**src/rtl/orb_pkg.sv**
```systemverilog
// ----------------------------------------------------------------------------
// Overwriting ring buffer package
// Shared transaction types and operation codes for the ring buffer block.
// ----------------------------------------------------------------------------
`default_nettype none

package orb_pkg;

   // Operation codes carried in the request transaction.
   localparam logic [1:0] OP_APPEND = 2'd0;
   localparam logic [1:0] OP_REMOVE = 2'd1;
   localparam logic [1:0] OP_LIST   = 2'd2;

   // Fixed field widths of the transactions.
   localparam int unsigned OP_BITS    = 2;
   localparam int unsigned WORD_BITS  = 64;
   localparam int unsigned COUNT_BITS = 5;

   // Request transaction.
   typedef struct packed {
      logic [OP_BITS-1:0]    op;
      logic [WORD_BITS-1:0]  element;
      logic [COUNT_BITS-1:0] remove_count;
   } orb_req_type;

   // Response transaction, one per listed element.
   typedef struct packed {
      logic [WORD_BITS-1:0] listed_element;
      logic                 last;
   } orb_rsp_type;

   // Sequencer states.
   typedef enum logic {
      ST_IDLE,
      ST_LIST
   } orb_state_type;

endpackage

`default_nettype wire

```
**src/rtl/orb_ram.sv**
```systemverilog
// ----------------------------------------------------------------------------
// Generic single-port-write RAM
// One write port and one read port; the read data is registered.
// ----------------------------------------------------------------------------
`default_nettype none

module orb_ram #(
   parameter int unsigned WIDTH = 64,
   parameter int unsigned DEPTH = 16,
   parameter int unsigned AW    = (DEPTH > 1) ? $clog2(DEPTH) : 1
) (
   input  wire logic             clock,
   input  wire logic             wr_en,
   input  wire logic [AW-1:0]    wr_addr,
   input  wire logic [WIDTH-1:0] wr_data,
   input  wire logic [AW-1:0]    rd_addr,
   output logic      [WIDTH-1:0] rd_data
);

   logic [WIDTH-1:0] mem_ff [DEPTH];

   // Write port and registered read port.
   always_ff @(posedge clock) begin
      if (wr_en) begin
         mem_ff[wr_addr] <= wr_data;
      end
      rd_data <= mem_ff[rd_addr];
   end

endmodule

`default_nettype wire

```
**src/rtl/overwriting_ring_buffer_unit.sv**
```systemverilog
// ----------------------------------------------------------------------------
// Overwriting ring buffer unit
// Ring buffer of data words that overwrites its oldest word when full.
// ----------------------------------------------------------------------------
// Usage:
//   A request transaction is taken at a clock edge where start is high and
//   busy is low. An append stores one word as the newest; when the buffer is
//   full the oldest word is overwritten. A remove drops remove_count oldest
//   words and clamps at empty. Both give no response and leave busy low, so
//   they can be issued on every cycle while busy is low.
//   A list reads the slot memory once per cycle from oldest to newest. Each
//   word appears on rsp for exactly one cycle with rsp_valid high, the first
//   one in the cycle after the list is taken; the newest word carries last. A list
//   keeps busy high until the read of the newest word is issued, limited by
//   the one read port of the slot memory. A list of an empty buffer gives
//   no response. The receiver cannot stall; responses are never held back.
//   Writing csr_wdata with csr_we sets the capacity (zero reads as one,
//   values above DEPTH saturate) and empties the buffer. Write it only while
//   the unit is idle.
//   Reset sets the capacity to 16 (limited to DEPTH) and empties the buffer.
//   The slot memory has no reset; only written slots are ever listed.
// ----------------------------------------------------------------------------
`default_nettype none

module overwriting_ring_buffer_unit
   import orb_pkg::*;
#(
   parameter int unsigned DEPTH     = 16,
   parameter int unsigned ELEM_BITS = 64
) (
   input  wire logic                  clock,
   input  wire logic                  reset,
   input  wire logic                  start,
   output logic                       busy,
   input  wire orb_req_type           req,
   output logic                       rsp_valid,
   output orb_rsp_type                rsp,
   input  wire logic                  csr_we,
   input  wire logic [COUNT_BITS-1:0] csr_wdata
);

   localparam int unsigned IDX_W = (DEPTH > 1) ? $clog2(DEPTH) : 1;
   localparam int unsigned CNT_W = $clog2(DEPTH + 1);
   localparam int unsigned RESET_CAP = (DEPTH < 16) ? DEPTH : 16;

   // Index after idx in a ring of cap slots.
   function automatic logic [IDX_W-1:0] next_idx(input logic [IDX_W-1:0] idx,
                                                 input logic [CNT_W-1:0] cap);
      logic [CNT_W:0] sum;
      sum = (CNT_W+1)'(idx) + (CNT_W+1)'(1);
      return (sum >= (CNT_W+1)'(cap)) ? '0 : IDX_W'(sum);
   endfunction

   // Control state.
   orb_state_type    state_ff,  state_in;
   logic [CNT_W-1:0] cap_ff,    cap_in;
   logic [IDX_W-1:0] oldest_ff, oldest_in;
   logic [IDX_W-1:0] newest_ff, newest_in;
   logic [CNT_W-1:0] fill_ff,   fill_in;
   logic [IDX_W-1:0] rd_idx_ff, rd_idx_in;
   logic [CNT_W-1:0] remain_ff, remain_in;
   logic             rd_valid_ff, rd_valid_in;
   logic             rd_last_ff,  rd_last_in;

   // Memory port signals.
   logic                 ram_wr_en;
   logic [IDX_W-1:0]     ram_wr_addr;
   logic [ELEM_BITS-1:0] ram_wr_data;
   logic [IDX_W-1:0]     ram_rd_addr;
   logic [ELEM_BITS-1:0] ram_rd_data;

   // Helpers for the request decode.
   logic             accept;
   logic [CNT_W-1:0] cap_wr;
   logic [CNT_W-1:0] remove_k;
   logic [CNT_W-1:0] fill_left;
   logic [CNT_W:0]   oldest_sum;

   assign accept = start && !busy;
   assign busy   = (state_ff == ST_LIST);

   // Effective capacity of a register write.
   always_comb begin
      if (csr_wdata == '0) begin
         cap_wr = CNT_W'(1);
      end else if (32'(csr_wdata) > DEPTH) begin
         cap_wr = CNT_W'(DEPTH);
      end else begin
         cap_wr = CNT_W'(csr_wdata);
      end
   end

   // Remove arithmetic: clamp the count and advance the oldest index.
   always_comb begin
      if (32'(req.remove_count) > 32'(fill_ff)) begin
         remove_k = fill_ff;
      end else begin
         remove_k = CNT_W'(req.remove_count);
      end
      fill_left  = fill_ff - remove_k;
      oldest_sum = (CNT_W+1)'(oldest_ff) + (CNT_W+1)'(remove_k);
      if (oldest_sum >= (CNT_W+1)'(cap_ff)) begin
         oldest_sum = oldest_sum - (CNT_W+1)'(cap_ff);
      end
   end

   // Next state, pointer updates and memory access.
   always_comb begin
      state_in    = state_ff;
      cap_in      = cap_ff;
      oldest_in   = oldest_ff;
      newest_in   = newest_ff;
      fill_in     = fill_ff;
      rd_idx_in   = rd_idx_ff;
      remain_in   = remain_ff;
      rd_valid_in = 1'b0;
      rd_last_in  = 1'b0;
      ram_wr_en   = 1'b0;
      ram_wr_addr = next_idx(newest_ff, cap_ff);
      ram_wr_data = req.element[ELEM_BITS-1:0];
      ram_rd_addr = oldest_ff;

      case (state_ff)
         ST_IDLE: begin
            if (csr_we) begin
               cap_in    = cap_wr;
               oldest_in = '0;
               newest_in = IDX_W'(cap_wr - CNT_W'(1));
               fill_in   = '0;
            end else if (accept) begin
               case (req.op)
                  OP_APPEND: begin
                     if (fill_ff >= cap_ff) begin
                        oldest_in = next_idx(oldest_ff, cap_ff);
                     end else begin
                        fill_in = fill_ff + CNT_W'(1);
                     end
                     newest_in = next_idx(newest_ff, cap_ff);
                     ram_wr_en = 1'b1;
                  end
                  OP_REMOVE: begin
                     fill_in = fill_left;
                     if (fill_left == '0) begin
                        oldest_in = '0;
                        newest_in = IDX_W'(cap_ff - CNT_W'(1));
                     end else begin
                        oldest_in = IDX_W'(oldest_sum);
                     end
                  end
                  OP_LIST: begin
                     if (fill_ff != '0) begin
                        rd_valid_in = 1'b1;
                        rd_last_in  = (fill_ff == CNT_W'(1));
                        rd_idx_in   = next_idx(oldest_ff, cap_ff);
                        remain_in   = fill_ff - CNT_W'(1);
                        if (fill_ff != CNT_W'(1)) begin
                           state_in = ST_LIST;
                        end
                     end
                  end
                  default: begin
                  end
               endcase
            end
         end
         ST_LIST: begin
            // One read per cycle until the newest word has been read.
            ram_rd_addr = rd_idx_ff;
            rd_valid_in = 1'b1;
            rd_last_in  = (remain_ff == CNT_W'(1));
            rd_idx_in   = next_idx(rd_idx_ff, cap_ff);
            remain_in   = remain_ff - CNT_W'(1);
            if (remain_ff == CNT_W'(1)) begin
               state_in = ST_IDLE;
            end
         end
         default: begin
            state_in = ST_IDLE;
         end
      endcase
   end

   // Control registers.
   always_ff @(posedge clock) begin
      if (reset) begin
         state_ff    <= ST_IDLE;
         cap_ff      <= CNT_W'(RESET_CAP);
         oldest_ff   <= '0;
         newest_ff   <= IDX_W'(RESET_CAP - 1);
         fill_ff     <= '0;
         rd_idx_ff   <= '0;
         remain_ff   <= '0;
         rd_valid_ff <= 1'b0;
         rd_last_ff  <= 1'b0;
      end else begin
         state_ff    <= state_in;
         cap_ff      <= cap_in;
         oldest_ff   <= oldest_in;
         newest_ff   <= newest_in;
         fill_ff     <= fill_in;
         rd_idx_ff   <= rd_idx_in;
         remain_ff   <= remain_in;
         rd_valid_ff <= rd_valid_in;
         rd_last_ff  <= rd_last_in;
      end
   end

   // Slot storage.
   orb_ram #(
      .WIDTH (ELEM_BITS),
      .DEPTH (DEPTH),
      .AW    (IDX_W)
   ) u_slots (
      .clock   (clock),
      .wr_en   (ram_wr_en),
      .wr_addr (ram_wr_addr),
      .wr_data (ram_wr_data),
      .rd_addr (ram_rd_addr),
      .rd_data (ram_rd_data)
   );

   // Response transaction is driven from the registered read data and the registered valid and last flags.
   assign rsp_valid           = rd_valid_ff;
   assign rsp.listed_element  = WORD_BITS'(ram_rd_data);
   assign rsp.last            = rd_last_ff;

   // The fill level never exceeds the capacity in use.
   a_fill_in_range: assert property (@(posedge clock) disable iff (reset)
      fill_ff <= cap_ff)
      else $error("fill level above capacity");

   // A response only follows a list taken or running in the previous cycle.
   a_rsp_source: assert property (@(posedge clock) disable iff (reset)
      rsp_valid |-> $past(busy || (start && req.op == OP_LIST)))
      else $error("response without a list in progress");

   // While listing, some words remain to be read, fewer than are held, and the contents do not change.
   a_list_remain: assert property (@(posedge clock) disable iff (reset)
      busy |-> (remain_ff != '0) && (remain_ff < fill_ff))
      else $error("list run count out of range");

   // A run that is still listing has not emitted its last word.
   a_last_ends_run: assert property (@(posedge clock) disable iff (reset)
      $past(busy) && busy |-> !(rsp_valid && rsp.last))
      else $error("last marker inside a list run");

endmodule

`default_nettype wire
```
**config.mk**
```make
export PLATFORM = sky130hd
export DESIGN_NAME = overwriting_ring_buffer_unit
export DESIGN_NICKNAME = d
export VERILOG_FILES = /design/src/rtl/orb_pkg.sv /design/src/rtl/orb_ram.sv /design/src/rtl/overwriting_ring_buffer_unit.sv
export SDC_FILE = /design/constraint.sdc
export NUM_CORES = 1
export LEC_CHECK = 0
export BUFFER_PORTS_ARGS = -buffer_cell sky130_fd_sc_hd__buf_4
export CAP_MARGIN = 10
export CORE_MARGIN = 8
export CORE_UTILIZATION = 50
export CTS_CLUSTER_DIAMETER = 50
export DETAILED_ROUTE_END_ITERATION = 16
export PLACE_DENSITY_LB_ADDON = 0.12
export SLEW_MARGIN = 20
export SYNTH_ARGS = -nofsm -noshare
export SYNTH_HDL_FRONTEND = slang
export SYNTH_SLANG_ARGS = --single-unit
```
**constraint.sdc**
```tcl
create_clock -name clock -period 13.5 [get_ports clock]
set_input_delay 1.35 -clock clock [delete_from_list [all_inputs] [get_ports clock]]
set_output_delay 1.35 -clock clock [all_outputs]
set_load 0.02 [all_outputs]
```
==> results.md <==
- Post-Syn Nets: 2,305
- Register area: 32,600 sq um
- Worst slack, placed: 7990 ps
- HPWL after detailed placement: 48,700 um
- Clk sinks: 1,118
- Worst-case headroom to the max-slew limit: 32.5%
- Clock tree from TritonCTS: yes
- Ratio of cells with drive above 1 in the final layout: 26.2%
- Detailed-routing iteration count for the pre-antenna-repair pass: 5
- Worst-case setup margin in the final layout: 8610 ps
- Global Route Usage Sum: 19.3%
- Total Nets Final: 2,501
- Pwr/cell area: 159 nW/um^2
- Full die area: 96,400 sq um
- Wirelength per Cell: 25.9 um
- Kind of end point of the critical path: register
- Number of synthesized flops with an enable pin: 1,024
- Remaining antenna violation count after routing: 0
- Total overflow reported by the global router: 0
- Setup TNS: 0 ps
- Post-cts repair resize count: 0
- Final worst path period need: 4890 ps
- Top cell type by total area after synthesis: edfxtp_1
- Cell Area, Synth: 43,400 sq um
- First-iteration detailed-routing DRC count: 1,536
- Sequential-to-total area share from yosys stat: 75.2%
- Final Max Tran Viols: 0
- Effective utilization at floorplan: 50.2%
- Prevailing post-synth register cell: edfxtp_1
- Share of Yosys cell area claimed by the top area cell type: 70.9%
- Setup-violating endpoint count in the final report: 0
- Critical path launch point type: register
- Vias: 21.4k
- Pin count of the biggest net entering global routing: 147
- Standard-cell row count: 108
- Synthesized flop and latch total: 1,118
- RSZ-0062 raised after global routing: false
- Mapped Cells: 2,173
- Hold-fix buffers at CTS: 0
- Fmax: 0.204 GHz
- Vias in the first global route: 22.9k
- Number of placed instances with taps included: 3,401
- Ratio of routed vias to standard cells: 5.88
- Number of endpoints with negative hold slack in the final report: 0
- Fill cell count: 6,398
- Global-route wire length before repair: 143,000 um
- Arr. time, crit path: 5510 ps
- Start-to-end type of the worst setup path: register to register
- Fraction of the cycle the final worst path needs: 36.2%
- Core area: 86,300 sq um
- Final wirelength: 93,900 um
- CP Data Required Time: 14,110 ps
- Routability cong.: 0.810
- Area used by multi-input combinational logic: 10,200 sq um
- Maximum Capacitance Violations: 0
- Number of antenna violations at the first check in global routing: 4
- Reg clk slew, reported paths: 60 ps
- H-tree levels: 3
- Source-to-sink clock delay at the later pin of the worst-skew pair: 690 ps
- Post-synthesis async set-or-reset flop share: 0%
- Finished layout cell area: 49,900 sq um
- Status: completed
- Number of distinct library cells after synthesis: 63
- Final standard cell count with taps included and fillers excluded: 3,633
- Post-detailed-route DRC marker count: 0
- Min-Delay Path Class: register to register
- Peak supply drop: 0.128 mV
- Biggest area contributors in the synthesized netlist: edfxtp_1 71%, mux4_2 13%, dfxtp_1 4.3%, ha_1 1.4%, nand2_1 1.3%
- Actual slew at the worst max-slew pin: 1010 ps
- I/O Buffers: 146
- Placed instance area: 45,800 sq um
- Setup Skew: 29.0 ps
- Clock buffers created by TritonCTS: 121
- Leakage Power: 16.7 nW
- Final core area utilization: 57.8%
- Post-synthesis area per instance: 20.0 sq um
- Buffers inserted during post-CTS setup optimization: 0
- Largest fanout of any net on the critical path: 10
- Buffer type at the clock tree root: clkbuf_16
- Die extent in y: 311 um
- Max Root-Sink Buffers: 3
- X dimension of the die: 311 um
- Number of warnings issued by yosys: 0
- Area growth from synthesis to layout: 15.1%
- Count of boundary I/O pins: 147
## synth_stat cells, drive strengths merged (5+ instances only)
master / instances
edfxtp: 1024
mux4: 256
nand2: 151
dfxtp: 94
a211oi: 71
a31oi: 69
and2: 65
buf: 64
clkbuf: 49
ha: 49
nor2: 43
a21oi: 30
inv: 27
a21o: 17
nor3: 16
xnor2: 14
mux2i: 13
o21ai: 12
nand3: 11
o211ai: 11
nand2b: 9
xor2: 8
nor2b: 7
or3: 5
## worst max-delay path, cell delays in order, from the launching register on
cell	delay, ps
dfxtp_1	600
inv_1	160
ha_1	330
nand4_1	130
o221ai_1	410
o21ai_1	300
nand2_1	140
o21ai_0	180
ha_1	280
fa_1	440
a21o_1	180
a21oi_1	180
xor2_1	110
ha_1	320
nand2_1	70
o221ai_1	480
mux2_2	400
o22ai_1	110
## cell families after synthesis
group / synth area share, %
adder cells (fa/ha/maj): 1.55
flip-flops: 75.2
AND/OR/NAND/NOR: 3.61
multiplexers: 13.7
XOR/XNOR: 0.444
buffers and inverters: 1.68
AO/OA/AOI/OAI: 3.79
## cells in the final DEF, fill, tap and decap left out, types with 8 or more instances in the layout
cell and instances:
nor3_1 11, inv_1 27, a31oi_1 69, xnor2_1 14
o21ai_0 11, ha_1 49, mux4_2 256, clkinv_2 15
edfxtp_1 1024, clkbuf_16 125, a21o_1 17, nand2b_1 9
dfxtp_1 94, nor2_1 33, clkinv_1 26, clkbuf_1 25
a211oi_1 71, mux2i_1 9, a21oi_1 29, nor2_4 10
xor2_1 8, buf_4 182, and2_1 65, nand2_1 151
nand3_1 11, o211ai_1 11, bufinv_16 17
## metal layers
| layer | global-route usage (%) | vias up | share of wire [%] |
|---|---|---|---|
| met5 | 0 | - | 0.031 |
| met4 | 4.69 | 4 | 2.1 |
| met3 | 3.31 | 172 | 4.9 |
| met2 | 32.7 | 558 | 50 |
| met1 | 26.0 | 11319 | 43 |
| li1 | - | 9318 | - |
## power breakdown
part	leakage [nW]	switching (W)	internal, W
logic	4.67	0.000402	0.000310
clock network	2.00	0.00134	0.00203
registers	9.99	0.0000347	0.00385
total	16.7	0.00177	0.00618
## through the flow
step                power (W)  hold WS (ps)
floorplan             0.00443           458
global placement      0.00466           471
detailed placement    0.00468           509
CTS                   0.00803           518
global route          0.00822           540
finish                0.00796           523
## state kept, by name, indices dropped and copies added, names as in the netlist
register	count
rsp_valid	1
u_slots.rd_data	64
rd_idx_ff	4
fill_ff	5
u_slots.mem_ff	1024
rd_last_ff	1
oldest_ff	4
remain_ff	5
newest_ff	4
cap_ff	5
busy	1
## worst paths after layout
kind                      from      endpoint  slack, ps  depth (start not counted)
setup / recovery    fill_ff[2]  oldest_ff[0]       8610                         17
hold reg to reg   remain_ff[4]  remain_ff[4]        520                          2
setup reg to reg    fill_ff[2]  oldest_ff[0]       8610                         17
hold / removal    remain_ff[4]  remain_ff[4]        520                          2
## final cells by class
| cell class | count | area share [%] |
|---|---|---|
| Antenna cell | 4 | 0.0200 |
| Clock buffer | 150 | 6.45 |
| Inverter | 27 | 0.203 |
| Multi-Input combinational cell | 915 | 20.4 |
| Sequential cell | 1118 | 65.4 |
| Tap cell | 1155 | 2.89 |
| Timing Repair Buffer | 186 | 2.86 |
| Clock inverter | 78 | 1.81 |
No activity file was read; power rests on OpenSTA's default activity.
